## config.mk

```make
export PLATFORM = sky130hd
export DESIGN_NAME = mwrm_cell
export DESIGN_NICKNAME = d
export VERILOG_FILES = /design/src/sv/multi_window_region_mean_top_macros.svh /design/src/sv/mwrm_pkg.sv /design/src/sv/mwrm_cell.sv
export SDC_FILE = /design/constraint.sdc
export NUM_CORES = 1
export LEC_CHECK = 0
export BUFFER_PORTS_ARGS = -buffer_cell sky130_fd_sc_hd__buf_2
export CAP_MARGIN = 25
export CELL_PAD_IN_SITES_DETAIL_PLACEMENT = 1
export CELL_PAD_IN_SITES_GLOBAL_PLACEMENT = 2
export CORE_MARGIN = 10
export CORE_UTILIZATION = 32
export CTS_CLUSTER_DIAMETER = 100
export DETAILED_ROUTE_END_ITERATION = 8
export GPL_TIMING_DRIVEN = 0
export MAX_ROUTING_LAYER = met4
export PLACE_DENSITY_LB_ADDON = 0.1
export SETUP_SLACK_MARGIN = 0.3
export SYNTH_ARGS = -nofsm -noshare
export SYNTH_HDL_FRONTEND = slang
export SYNTH_SLANG_ARGS = --single-unit
```

## constraint.sdc

```tcl
create_clock -name clk -period 5.2 [get_ports clk]
set_input_delay 1.56 -clock clk [delete_from_list [all_inputs] [get_ports clk]]
set_output_delay 1.56 -clock clk [all_outputs]
set_load 0.01 [all_outputs]
```

## src/sv/multi_window_region_mean_top_macros.svh

```systemverilog
// Assertion macros used by the multi-window region mean top level
`ifndef MULTI_WINDOW_REGION_MEAN_TOP_MACROS_SVH
`define MULTI_WINDOW_REGION_MEAN_TOP_MACROS_SVH

// same-cycle implication
`define MWRM_ASSERT_IMPLY(label, clk, rst_n, cond, prop, msg) \
    label: assert property (@(posedge clk) disable iff (!rst_n) (cond) |-> (prop)) \
        else $error(msg);

// next-cycle implication
`define MWRM_ASSERT_NEXT(label, clk, rst_n, cond, prop, msg) \
    label: assert property (@(posedge clk) disable iff (!rst_n) (cond) |=> (prop)) \
        else $error(msg);

`endif

```

## src/sv/mwrm_pkg.sv

```systemverilog
// Package: constants, codes and types of the multi-window region mean block
package mwrm_pkg;

    localparam int IMAGE_SIZE   = 1920;
    localparam int WINDOW_HALF  = 10;
    localparam int REGION_COUNT = 21;
    localparam int ACROSS_COUNT = 3;
    localparam int ALONG_COUNT  = 7;

    localparam int PIX_W      = 16;
    localparam int POS_W      = $clog2(IMAGE_SIZE);
    localparam int EDGE_W     = 2;
    localparam int OVL_W      = 11;
    localparam int SHIFT_W    = 10;
    localparam int CFG_IDX_W  = 2;
    localparam int CFG_DATA_W = 11;
    localparam int IDX_W      = $clog2(REGION_COUNT);
    localparam int CNT_W      = $clog2(REGION_COUNT + 1);

    // signed center coordinates and magnitudes of center differences
    localparam int CTR_W = POS_W + 2;
    localparam int MAG_W = CTR_W - 1;

    // truncating divide by three through a reciprocal
    localparam int    DIV3_SHIFT  = MAG_W + 2;
    localparam int    DIV3_MULT_W = DIV3_SHIFT - 1;
    localparam longint DIV3_MULT  = ((64'd1 << DIV3_SHIFT) + 2) / 3;

    // window area, sum saturation and rounded-mean reciprocal
    localparam int     WIN_AREA    = 4 * WINDOW_HALF * WINDOW_HALF;
    localparam longint SUM_LIMIT   = longint'(WIN_AREA) * 65535;
    localparam int     SUM_W       = $clog2(SUM_LIMIT + 1);
    localparam int     MEAN_SHIFT  = SUM_W + 1 + $clog2(WIN_AREA);
    localparam int     MEAN_MULT_W = MEAN_SHIFT - $clog2(WIN_AREA) + 1;
    localparam longint MEAN_MULT   = ((64'd1 << MEAN_SHIFT) + WIN_AREA - 1) / WIN_AREA;

    // edge side codes
    localparam logic [EDGE_W-1:0] EDGE_LEFT  = EDGE_W'(0);
    localparam logic [EDGE_W-1:0] EDGE_RIGHT = EDGE_W'(1);
    localparam logic [EDGE_W-1:0] EDGE_DOWN  = EDGE_W'(2);
    localparam logic [EDGE_W-1:0] EDGE_UP    = EDGE_W'(3);

    // configuration register indexes and reset values
    localparam logic [CFG_IDX_W-1:0] CFG_EDGE_SIDE     = CFG_IDX_W'(0);
    localparam logic [CFG_IDX_W-1:0] CFG_OVERLAP_WIDTH = CFG_IDX_W'(1);
    localparam logic [CFG_IDX_W-1:0] CFG_LATERAL_SHIFT = CFG_IDX_W'(2);

    localparam logic [EDGE_W-1:0]  EDGE_RESET  = EDGE_LEFT;
    localparam logic [OVL_W-1:0]   OVL_RESET   = OVL_W'(294);
    localparam logic [SHIFT_W-1:0] SHIFT_RESET = SHIFT_W'(0);

    typedef logic signed [CTR_W-1:0] ctr_t;
    typedef logic [SUM_W-1:0]        sum_t;

    // one pixel as it travels down the input pipeline to the cells
    typedef struct packed {
        logic             valid;
        logic [PIX_W-1:0] pix;
        logic             last;
        logic [POS_W-1:0] col;
        logic [POS_W-1:0] row;
    } pix_beat_t;

    // result chain control
    typedef struct packed {
        logic load;
        logic shift;
    } chain_ctl_t;

    // one finished window sum on its way to the mean stage
    typedef struct packed {
        logic             valid;
        sum_t             sum;
        logic [IDX_W-1:0] index;
        logic             last;
    } drain_item_t;

endpackage

```

## src/sv/mwrm_cell.sv

```systemverilog
// Window cell: hit test, saturating sum and one stage of the result chain
module mwrm_cell import mwrm_pkg::*;
(
    input  logic       clk,
    input  logic       rst_n,
    input  pix_beat_t  beat,
    input  ctr_t       cx,
    input  ctr_t       cy,
    input  chain_ctl_t ctl,
    input  sum_t       chain_in,
    output sum_t       chain_out
);

    typedef logic signed [CTR_W:0] off_t;

    off_t             dx, dy;
    logic             hit;
    logic [SUM_W:0]   sum_add;
    sum_t             sum_sat, sum_final, sum_next, chain_next;
    sum_t             sum_reg, chain_reg;

    always_comb
    begin
        dx = off_t'(beat.col) - off_t'(cx) + off_t'(WINDOW_HALF);
        dy = off_t'(beat.row) - off_t'(cy) + off_t'(WINDOW_HALF);
        hit = beat.valid &&
              (dx >= off_t'(0)) && (dx < off_t'(2 * WINDOW_HALF)) &&
              (dy >= off_t'(0)) && (dy < off_t'(2 * WINDOW_HALF));
        sum_add = {1'b0, sum_reg} + (SUM_W + 1)'(beat.pix);
        sum_sat = (sum_add > (SUM_W + 1)'(SUM_LIMIT)) ? SUM_W'(SUM_LIMIT) : sum_add[SUM_W-1:0];
        sum_final = hit ? sum_sat : sum_reg;
        sum_next = (beat.valid && beat.last) ? '0 : sum_final;
        if (ctl.load)
            chain_next = sum_final;
        else if (ctl.shift)
            chain_next = chain_in;
        else
            chain_next = chain_reg;
    end

    always_ff @(posedge clk or negedge rst_n)
    begin
        if (!rst_n)
            sum_reg <= '0;
        else
            sum_reg <= sum_next;
    end

    always_ff @(posedge clk)
    begin
        chain_reg <= chain_next;
    end

    assign chain_out = chain_reg;

endmodule

```

==> run_results.csv <==
group,metric,value,unit
cts,cts_sinks,50,
route,route.met2.wl,10.2,mm
placed_design,placed_area,0.00616,mm2
cts,clk_pin_slew_worst_paths,0.07,ns
floorplanning,row_count,46,
cells_and_area,layout-drive-gt1-share,33.6,%
cts,clockRootBuffer,"clkbuf_16",
synth,yosys-top-cells-area,"edfxtp_1 (14%), ha_1 (14%), dfrtp_1 (12%), nor2_1 (4.8%), a21oi_1 (4.6%)",
floorplanning,die_x,148,um
sta,holdWs,0.605,ns
synth,synth_common_cells,"nor2_1 (67), ha_1 (60), inv_1 (53), a21oi_1 (48), o21ai_0 (40)",
synth,synth_nets,789,
placed_design,gp_congestion,0.943,
synth,synth-warning-count,0,
grt,grt_max_degree,26,
grt,antenna_found_initial,2,
power,power_leakage,3.30,nW
floorplanning,dieArea,0.0220,mm2
route,totalWireLength,19.9,mm
grt,grt_pass1_vias,5814,
route,drt_iter0_drc,250,
setup_path,cp-end-kind,"flip-flop",
sta,max_freq,197,MHz
route,dr.pass1.iters,4,
synth,synth_ff_type,"edfxtp_1",
floorplanning,start_util,33.0,%
setup_path,reg2reg_slack,1.05,ns
route,wire_per_inst,19.7,um
setup_path,worstPathArrival,5.12,ns
route,wl_met1,8.57,mm
route,ant_nets,0,
sta,fin_ws,0.128,ns
grt,grt_pass1_wl,31.2,mm
sta,rsz0062_at_grt,"yes",
setup_path,crit_path_start_kind,"input pin",
route,wl_met3,787,um
setup_path,path_class,"input pin to flip-flop",
grt,grt-ovfl-total,0,
sta,period_share,97.5,%
route,num_vias,5375,
sta,fin_skew,0.0114,ns
power,irDropWorstVdd,110,uV
synth,yosysSeqAreaShare,26.1,%
placed_design,hpwl,15.7,mm
route,highest_layer,"met4",
grt,grt_use_total,17.9,%
min_path,hp-class,"flip-flop to flip-flop",
power,powerDensity,169,mW/mm2
cts,ctsLongestPathBuffers,2,
placed_design,portBuffers,119,
cells_and_area,final_nets,948,
sta,final_hold_viol_count,0,
synth,synth-edff-count,25,
synth,netlist_instances,631,
sta,fin_setup_tns,0,ns
power,finalPower,1.21,mW
cells_and_area,finalInstanceArea,0.00719,mm2
route,via_per_inst,5.33,
cts,htreeDepth,2,
sta,worst_slew_pin_slew,0.756,ns
cts,cts_buffers,5,
synth,syn_avg_cell_area,8.36,um2
synth,ys_ff_latch,50,
floorplanning,placeableCoreArea,0.0160,mm2
cts,cts_tree,"yes",
floorplanning,ios,120,
synth,ys_types,78,
cells_and_area,synthToLayoutAreaGrowth,36.2,%
cells_and_area,num-fill-cells,1946,
sta,setup_viol,0,
synth,synth.most_common_cell,"nor2_1",
run_status,status,"complete, no violations",
floorplanning,die_y,148,um
placed_design,place_ws,-0.834,ns
synth,synth.cell_area,0.00528,mm2
synth,synthArstFlopShare,50.0,%
sta,maxSlewViolCount,0,
route,drc_errors,0,
sta,fin_crit,5.07,ns
synth,yosysTopAreaCell,"edfxtp_1",
cts,clock_latency,0.30,ns
job,maxCapViolCount,0,
setup_path,cp.required,5.25,ns
synth,synth_top_area_share,14.2,%
setup_path,crit_fanout,8,
sta,relSlewSlack,49.6,%
## report_power, final
part | internal, mW | leakage [nW] | switching, mW | total (mW)
logic | 0.169 | 2.61 | 0.222 | 0.391
registers | 0.436 | 0.614 | 0.00462 | 0.441
clock network | 0.228 | 0.0781 | 0.153 | 0.381
## per-stage QoR
stage	utilization (%)	std cells
2_1_floorplan	-	631
3_3_place_gp	38.5	966
3_5_place_dp	38.5	966
4_1_cts	42.2	991
5_1_grt	44.9	1009
6_report	44.9	1009
## cell usage in the layout, fill, tap and decap left out, types with 10 or more instances in the layout
master and instances:
xnor2_1 11, nor3_1 12, nand2_1 32, a21o_1 10, edfxtp_1 25, ha_1 52, clkbuf_1 10, nor2b_1 13
buf_4 24, inv_1 52, nand3_1 13, a21oi_2 10, a21oi_1 37, o21ai_0 34, and2_1 12, buf_2 124
nand4_1 12, nor2_1 62, buf_6 11, xor2_1 10, dfrtp_1 25
## layer usage
layer | track usage (%) | vias up
met3 | 2.46 | 17
met1 | 20.7 | 2626
met2 | 32.5 | 102
met4 | 3.47 | 0
li1 | - | 2630
met5 | - | -
## final cells by class
type	count	area, um2	share of cell area [%]
antenna	2	5.00	0.0696
sequential	50	1380	19.1
clock buffer	7	133	1.85
inverter	54	203	2.82
multi-input combinational	499	4020	55.9
clock inverter	1	30.0	0.418
tap	216	270	3.76
buffer	28	229	3.19
timing repair buffer	152	925	12.9
## cells by family after synthesis
family          Yosys count  synth area share [%]
fa+ha+maj                63                  15.4
xor+xnor                 23                  3.82
simple gates            210                  20.6
compound gates          193                  25.3
mux                      10                  2.30
flops                    50                  26.1
buf+inv                  82                  6.57
## final timing paths
check,startpoint,to,cells after the start
max in group asynchronous,rst_n,sum_reg[3],1
min in group asynchronous,rst_n,sum_reg[12],1
max,beat[33],chain_out[9],15
min reg2reg,sum_reg[14],sum_reg[14],2
max reg2reg,sum_reg[0],chain_out[8],15
min,sum_reg[14],sum_reg[14],2
## repair_timing
item                                    4_1_cts  5_1_grt
pin swaps                                    20       19
endpoints found under the setup margin       50       50
hold buffers                                  0        0
gates cloned                                  1        0
resized for setup                            55       68
hold endpoints to repair                      0        0
setup buffers                                16       16
## worst max-delay path, cell delays in order
cell      delay [ns]
buf_2           0.11
ha_1            0.28
clkbuf_4        0.18
a21oi_1         0.24
o21ai_0         0.15
a21oi_2         0.29
o31ai_1         0.13
xor2_1          0.30
or4bb_4         0.61
or4_4           0.51
o21ai_4         0.15
buf_4           0.17
buf_6           0.11
a21oi_4         0.05
mux2_2          0.27
Power figures use the tool's default switching activity.
