### config.mk
export PLATFORM = sky130hd
export DESIGN_NAME = mwrm_place
export DESIGN_NICKNAME = d
export VERILOG_FILES = /design/src/sv/multi_window_region_mean_top_macros.svh /design/src/sv/mwrm_pkg.sv /design/src/sv/mwrm_place.sv
export SDC_FILE = /design/constraint.sdc
export NUM_CORES = 1
export LEC_CHECK = 0
export ABC_AREA = 0
export BUFFER_PORTS_ARGS = -buffer_cell sky130_fd_sc_hd__clkbuf_2
export CORE_AREA = 2 2 224 226
export CTS_BUF_LIST = sky130_fd_sc_hd__clkbuf_16
export DETAILED_ROUTE_END_ITERATION = 16
export DIE_AREA = 0 0 226 228
export PLACE_DENSITY = 0.81
export SLEW_MARGIN = 20
export SYNTH_ARGS = -nofsm -noshare
export SYNTH_HDL_FRONTEND = slang
export SYNTH_SLANG_ARGS = --single-unit
### constraint.sdc
create_clock -name clk -period 7.8 [get_ports clk]
set_input_delay 0.78 -clock clk [delete_from_list [all_inputs] [get_ports clk]]
set_output_delay 0.78 -clock clk [all_outputs]
set_load 0.01 [all_outputs]
### src/sv/multi_window_region_mean_top_macros.svh
// Assertion macros used by the multi-window region mean top level
`ifndef MULTI_WINDOW_REGION_MEAN_TOP_MACROS_SVH
`define MULTI_WINDOW_REGION_MEAN_TOP_MACROS_SVH

// same-cycle implication
`define MWRM_ASSERT_IMPLY(label, clk, rst_n, cond, prop, msg) \
    label: assert property (@(posedge clk) disable iff (!rst_n) (cond) |-> (prop)) \
        else $error(msg);

// next-cycle implication
`define MWRM_ASSERT_NEXT(label, clk, rst_n, cond, prop, msg) \
    label: assert property (@(posedge clk) disable iff (!rst_n) (cond) |=> (prop)) \
        else $error(msg);

`endif

### src/sv/mwrm_pkg.sv
// Package: constants, codes and types of the multi-window region mean block
package mwrm_pkg;

    localparam int IMAGE_SIZE   = 1920;
    localparam int WINDOW_HALF  = 10;
    localparam int REGION_COUNT = 21;
    localparam int ACROSS_COUNT = 3;
    localparam int ALONG_COUNT  = 7;

    localparam int PIX_W      = 16;
    localparam int POS_W      = $clog2(IMAGE_SIZE);
    localparam int EDGE_W     = 2;
    localparam int OVL_W      = 11;
    localparam int SHIFT_W    = 10;
    localparam int CFG_IDX_W  = 2;
    localparam int CFG_DATA_W = 11;
    localparam int IDX_W      = $clog2(REGION_COUNT);
    localparam int CNT_W      = $clog2(REGION_COUNT + 1);

    // signed center coordinates and magnitudes of center differences
    localparam int CTR_W = POS_W + 2;
    localparam int MAG_W = CTR_W - 1;

    // truncating divide by three through a reciprocal
    localparam int    DIV3_SHIFT  = MAG_W + 2;
    localparam int    DIV3_MULT_W = DIV3_SHIFT - 1;
    localparam longint DIV3_MULT  = ((64'd1 << DIV3_SHIFT) + 2) / 3;

    // window area, sum saturation and rounded-mean reciprocal
    localparam int     WIN_AREA    = 4 * WINDOW_HALF * WINDOW_HALF;
    localparam longint SUM_LIMIT   = longint'(WIN_AREA) * 65535;
    localparam int     SUM_W       = $clog2(SUM_LIMIT + 1);
    localparam int     MEAN_SHIFT  = SUM_W + 1 + $clog2(WIN_AREA);
    localparam int     MEAN_MULT_W = MEAN_SHIFT - $clog2(WIN_AREA) + 1;
    localparam longint MEAN_MULT   = ((64'd1 << MEAN_SHIFT) + WIN_AREA - 1) / WIN_AREA;

    // edge side codes
    localparam logic [EDGE_W-1:0] EDGE_LEFT  = EDGE_W'(0);
    localparam logic [EDGE_W-1:0] EDGE_RIGHT = EDGE_W'(1);
    localparam logic [EDGE_W-1:0] EDGE_DOWN  = EDGE_W'(2);
    localparam logic [EDGE_W-1:0] EDGE_UP    = EDGE_W'(3);

    // configuration register indexes and reset values
    localparam logic [CFG_IDX_W-1:0] CFG_EDGE_SIDE     = CFG_IDX_W'(0);
    localparam logic [CFG_IDX_W-1:0] CFG_OVERLAP_WIDTH = CFG_IDX_W'(1);
    localparam logic [CFG_IDX_W-1:0] CFG_LATERAL_SHIFT = CFG_IDX_W'(2);

    localparam logic [EDGE_W-1:0]  EDGE_RESET  = EDGE_LEFT;
    localparam logic [OVL_W-1:0]   OVL_RESET   = OVL_W'(294);
    localparam logic [SHIFT_W-1:0] SHIFT_RESET = SHIFT_W'(0);

    typedef logic signed [CTR_W-1:0] ctr_t;
    typedef logic [SUM_W-1:0]        sum_t;

    // one pixel as it travels down the input pipeline to the cells
    typedef struct packed {
        logic             valid;
        logic [PIX_W-1:0] pix;
        logic             last;
        logic [POS_W-1:0] col;
        logic [POS_W-1:0] row;
    } pix_beat_t;

    // result chain control
    typedef struct packed {
        logic load;
        logic shift;
    } chain_ctl_t;

    // one finished window sum on its way to the mean stage
    typedef struct packed {
        logic             valid;
        sum_t             sum;
        logic [IDX_W-1:0] index;
        logic             last;
    } drain_item_t;

endpackage

### src/sv/mwrm_place.sv
// Window center placement: three-stage pipeline from the configuration registers
module mwrm_place import mwrm_pkg::*;
(
    input  logic               clk,
    input  logic [EDGE_W-1:0]  edge_side,
    input  logic [OVL_W-1:0]   overlap_width,
    input  logic [SHIFT_W-1:0] lateral_shift,
    output ctr_t               cx [REGION_COUNT],
    output ctr_t               cy [REGION_COUNT]
);

    localparam int DIV3_PROD_W = DIV3_SHIFT + MAG_W;

    function automatic ctr_t half_trunc(ctr_t x);
        return (x + ctr_t'(x[CTR_W-1])) >>> 1;
    endfunction

    // stage 1: end points and differences
    ctr_t              n, h, ov, s;
    logic              far_across, minus_shift;
    ctr_t              across_s1_next [ACROSS_COUNT];
    ctr_t              a0_s1_next, a3_s1_next, a6_s1_next, d1, d2, d1_neg_v, d2_neg_v;

    ctr_t              across_s1_reg [ACROSS_COUNT];
    ctr_t              a0_s1_reg, a3_s1_reg, a6_s1_reg;
    logic [MAG_W-1:0]  d1_mag_s1_reg, d2_mag_s1_reg;
    logic              d1_neg_s1_reg, d2_neg_s1_reg;
    logic [EDGE_W-1:0] es_s1_reg;

    always_comb
    begin
        n  = ctr_t'(IMAGE_SIZE);
        h  = ctr_t'(WINDOW_HALF);
        ov = ctr_t'(overlap_width);
        s  = ctr_t'(lateral_shift);
        far_across  = (edge_side == EDGE_LEFT) || (edge_side == EDGE_UP);
        minus_shift = (edge_side == EDGE_LEFT) || (edge_side == EDGE_DOWN);
        if (far_across)
        begin
            across_s1_next[0] = n - ov + h;
            across_s1_next[1] = n - (ov >>> 1);
            across_s1_next[2] = n - h;
        end
        else
        begin
            across_s1_next[0] = h;
            across_s1_next[1] = ov >>> 1;
            across_s1_next[2] = ov - h;
        end
        if (minus_shift)
        begin
            a0_s1_next = h;
            a3_s1_next = half_trunc(n - s);
            a6_s1_next = n - h - s;
        end
        else
        begin
            a0_s1_next = h + s;
            a3_s1_next = half_trunc(n + s);
            a6_s1_next = n - h;
        end
        d1 = a3_s1_next - a0_s1_next;
        d2 = a6_s1_next - a3_s1_next;
        d1_neg_v = -d1;
        d2_neg_v = -d2;
    end

    always_ff @(posedge clk)
    begin
        across_s1_reg <= across_s1_next;
        a0_s1_reg     <= a0_s1_next;
        a3_s1_reg     <= a3_s1_next;
        a6_s1_reg     <= a6_s1_next;
        d1_neg_s1_reg <= d1[CTR_W-1];
        d2_neg_s1_reg <= d2[CTR_W-1];
        d1_mag_s1_reg <= d1[CTR_W-1] ? d1_neg_v[MAG_W-1:0] : d1[MAG_W-1:0];
        d2_mag_s1_reg <= d2[CTR_W-1] ? d2_neg_v[MAG_W-1:0] : d2[MAG_W-1:0];
        es_s1_reg     <= edge_side;
    end

    // stage 2: thirds of the differences
    logic [DIV3_PROD_W-1:0] p1, p2;
    ctr_t                   q1_mag, q2_mag;

    ctr_t              across_s2_reg [ACROSS_COUNT];
    ctr_t              a0_s2_reg, a3_s2_reg, a6_s2_reg, q1_s2_reg, q2_s2_reg;
    logic [EDGE_W-1:0] es_s2_reg;

    always_comb
    begin
        p1 = DIV3_PROD_W'(d1_mag_s1_reg) * DIV3_PROD_W'(DIV3_MULT);
        p2 = DIV3_PROD_W'(d2_mag_s1_reg) * DIV3_PROD_W'(DIV3_MULT);
        q1_mag = ctr_t'(p1[DIV3_SHIFT +: MAG_W]);
        q2_mag = ctr_t'(p2[DIV3_SHIFT +: MAG_W]);
    end

    always_ff @(posedge clk)
    begin
        across_s2_reg <= across_s1_reg;
        a0_s2_reg     <= a0_s1_reg;
        a3_s2_reg     <= a3_s1_reg;
        a6_s2_reg     <= a6_s1_reg;
        q1_s2_reg     <= d1_neg_s1_reg ? -q1_mag : q1_mag;
        q2_s2_reg     <= d2_neg_s1_reg ? -q2_mag : q2_mag;
        es_s2_reg     <= es_s1_reg;
    end

    // stage 3: along positions and per-window centers
    ctr_t along [ALONG_COUNT];
    ctr_t cx_next [REGION_COUNT];
    ctr_t cy_next [REGION_COUNT];
    ctr_t cx_reg [REGION_COUNT];
    ctr_t cy_reg [REGION_COUNT];

    always_comb
    begin
        along[0] = a0_s2_reg;
        along[1] = a0_s2_reg + q1_s2_reg;
        along[2] = a0_s2_reg + (q1_s2_reg <<< 1);
        along[3] = a3_s2_reg;
        along[4] = a3_s2_reg + q2_s2_reg;
        along[5] = a3_s2_reg + (q2_s2_reg <<< 1);
        along[6] = a6_s2_reg;
        for (int i = 0; i < REGION_COUNT; i++)
        begin
            if (es_s2_reg == EDGE_LEFT || es_s2_reg == EDGE_RIGHT)
            begin
                cx_next[i] = across_s2_reg[i % ACROSS_COUNT];
                cy_next[i] = along[i / ACROSS_COUNT];
            end
            else
            begin
                cx_next[i] = along[i % ALONG_COUNT];
                cy_next[i] = across_s2_reg[i / ALONG_COUNT];
            end
        end
    end

    always_ff @(posedge clk)
    begin
        cx_reg <= cx_next;
        cy_reg <= cy_next;
    end

    assign cx = cx_reg;
    assign cy = cy_reg;

endmodule

==> flow_metrics.py <==
metrics = {
    "outcome": {
        "status": "completed",
    },
    "sta": {
        "hold_viol": 0,
        "rsz0062_at_grt": "false",
        "finClkSkew_ns": 0.0294,
        "setup_tns_ns": 0,
        "period_share_pct": 76.2,
        "period_needed_ns": 5.94,
        "tightest_slew_ns": 1.08,
        "slew_headroom_pct": 27.5,
        "layout_setup_ws_ns": 1.86,
        "fmax_ghz": 0.168,
        "slew_viol_final": 0,
        "setup-violations-final": 0,
    },
    "detailed_routing": {
        "viasPerCell": 4.98,
        "vias": 18600,
        "routedWlPerCell_um": 18.2,
        "wl_mm": 68.1,
        "drt-initial-drc-count": 1057,
        "drt_first_pass_iters": 5,
        "drc": 0,
        "postRouteAntennaNets": 0,
    },
    "layout": {
        "nets": 3379,
        "largest_register_ffs": 252,
        "final_cell_mix": "clkbuf_2, dfxtp_1, nand2_1",
        "stdcell_count": 3739,
        "drive_gt1_share_pct": 21.9,
        "nFillCells": 4091,
        "final_area_um2": 29000,
        "layout_commonest_cell": "clkbuf_2",
        "areaGrowthSynthToFinish_pct": 15.2,
        "diodes": 0,
    },
    "global_routing": {
        "grt_pass1_wl_mm": 101,
        "track_usage_pct": 25.7,
        "grt_max_degree": 72,
        "grt-ovfl-total": 0,
        "first_global_vias": 17900,
        "antenna_found_initial": 2,
    },
    "placement": {
        "numPortBuffers": 557,
        "gp_congestion": 0.927,
        "hpwl_mm": 55.1,
        "dpl_worst_slack_ns": 1.87,
        "placed_cell_area_um2": 27300,
        "dp_cells": 3646,
    },
    "logic_synthesis": {
        "yosysSeqAreaShare_pct": 44.3,
        "async_reset_ff_share_pct": 0,
        "synth-compound-area-share_pct": 7.98,
        "synth_top_area_share_pct": 44.3,
        "synth_area_um2": 25200,
        "synth_xor_area_share_pct": 5.18,
        "muxShareOfSynthArea_pct": 0.298,
        "ys_top_cells_by_area": "dfxtp_1, ha_1, nand2_1",
        "synth-edff-count": 0,
        "synth_top_family_by_area": "adder cells",
        "synthFlopType": "dfxtp_1",
        "netlist.top_cell.by_area": "dfxtp_1",
        "synth_fa_ha_area_share_pct": 18.7,
        "synth-simple-area-share_pct": 13.2,
        "ys_ff_latch": 557,
        "synth_cells": 2632,
        "yosys_warnings": 0,
        "syn_area_per_cell_um2": 9.57,
        "synth_cell_type_count": 78,
    },
    "clock_network": {
        "clock_latency_ns": 0.61,
        "postCtsSetupBuffers": 0,
        "path_clk_slew_ns": 0.06,
        "cts_hold_buffers": 0,
        "clock_path_buffers": 3,
        "root_buffer": "clkbuf_16",
        "cts-htree-levels": 2,
        "cts_sinks": 557,
        "cts_resized": 0,
        "tritoncts": "built",
        "numCtsBuffers": 53,
    },
    "worst_setup_path": {
        "start_kind": "flip-flop",
        "worstPathArrival_ns": 6.43,
        "worstPathRequired_ns": 8.29,
        "crit_fanout": 5,
        "crit_type": "reg2reg",
        "endpoint_kind": "flip-flop",
        "reg2regPathDepth": 22,
    },
    "min_path": {
        "hold_depth": 0,
        "hold_path_class": "reg2reg",
    },
    "die": {
        "start_util_pct": 51.0,
        "die_area_um2": 51500,
        "die_x_um": 226,
        "rows": 82,
        "dieHeight_um": 228,
        "core-area_um2": 49300,
        "ioPinCount": 570,
    },
    "run": {
        "maxCapViolations": 0,
    },
}
[cell families (layout without fill, tap and decap cells)]
logic type,Yosys count,in the layout
adders and majority gates,326,326
and+or+nand+nor,769,769
muxes,7,7
buffers and inverters,507,930
xor gates and xnor gates,149,149
DFF,557,557
other,1,13
AOI/OAI and AO/OA,316,316
[path summary, 6_finish.rpt]
check,slack [ns],to,from
max,1.86,q2_s2_reg[10],d2_mag_s1_reg[4]
min,0.32,a6_s2_reg[6],a6_s1_reg[6]
max reg2reg,1.86,q2_s2_reg[10],d2_mag_s1_reg[4]
min reg2reg,0.32,a6_s2_reg[6],a6_s1_reg[6]
[layer usage]
layer,vias up,track usage [%],share of wire (%)
li1,9072,-,-
met3,130,4.80,6.1
met4,2,12.3,4.9
met1,8839,31.2,40
met2,591,43.9,49
met5,-,0,0.018
[synth_stat cells, types with 5 or more instances]
| cell | n |
|---|---|
| nand4_1 | 5 |
| buf_4 | 181 |
| xnor2_1 | 95 |
| nand2_1 | 501 |
| a21o_1 | 40 |
| o21ai_0 | 111 |
| a21boi_0 | 9 |
| a21bo_2 | 5 |
| and2_1 | 11 |
| or2_2 | 8 |
| xor2_1 | 54 |
| nor3_1 | 19 |
| o21ai_1 | 6 |
| or3_1 | 13 |
| nor4_1 | 13 |
| a21oi_1 | 65 |
| nor2_1 | 93 |
| o31a_1 | 5 |
| clkbuf_1 | 46 |
| buf_1 | 5 |
| ha_1 | 241 |
| fa_1 | 85 |
| and3_1 | 11 |
| nand2b_1 | 29 |
| inv_1 | 271 |
| o21a_1 | 13 |
| dfxtp_1 | 557 |
| a31oi_1 | 9 |
| o31ai_1 | 9 |
| nor2b_1 | 16 |
| nand3_1 | 23 |
| nor3b_1 | 7 |
[metrics by stage]
step           hold WS (ns)  utilization (%)
2_1_floorplan         0.310                -
3_3_place_gp          0.311             55.4
3_5_place_dp          0.312             55.4
4_1_cts               0.303             58.8
5_1_grt               0.324             58.8
6_report              0.321             58.8
[critical path, cell delays in order (launching register included)]
cell and delay (ns):
dfxtp_1 0.43, ha_1 0.29, inv_1 0.08, fa_1 0.44, fa_1 0.55, inv_1 0.06, fa_1 0.52, inv_1 0.06
fa_1 0.54, inv_1 0.04, ha_1 0.34, and3_1 0.23, o21ai_0 0.07, o21ai_1 0.12, a211oi_1 0.27, xnor2_1 0.14
inv_1 0.09, ha_1 0.16, nor3b_1 0.53, nor4b_2 0.41, a2111o_1 0.20, o211ai_1 0.11, xnor2_1 0.14
[area by class of cell]
cell class	instances	area, um2	share of cell area [%]
repair buffers	562	2830	9.74
well taps	672	841	2.90
clock inverters	39	312	1.07
multi-input cells	1580	11500	39.6
clock buffers	54	1350	4.66
flip-flops and latches	557	11200	38.5
inverters	275	1030	3.56
Power is not shown: default switching activity piles up to over one toggle a cycle in this logic, so the estimate is an artifact.
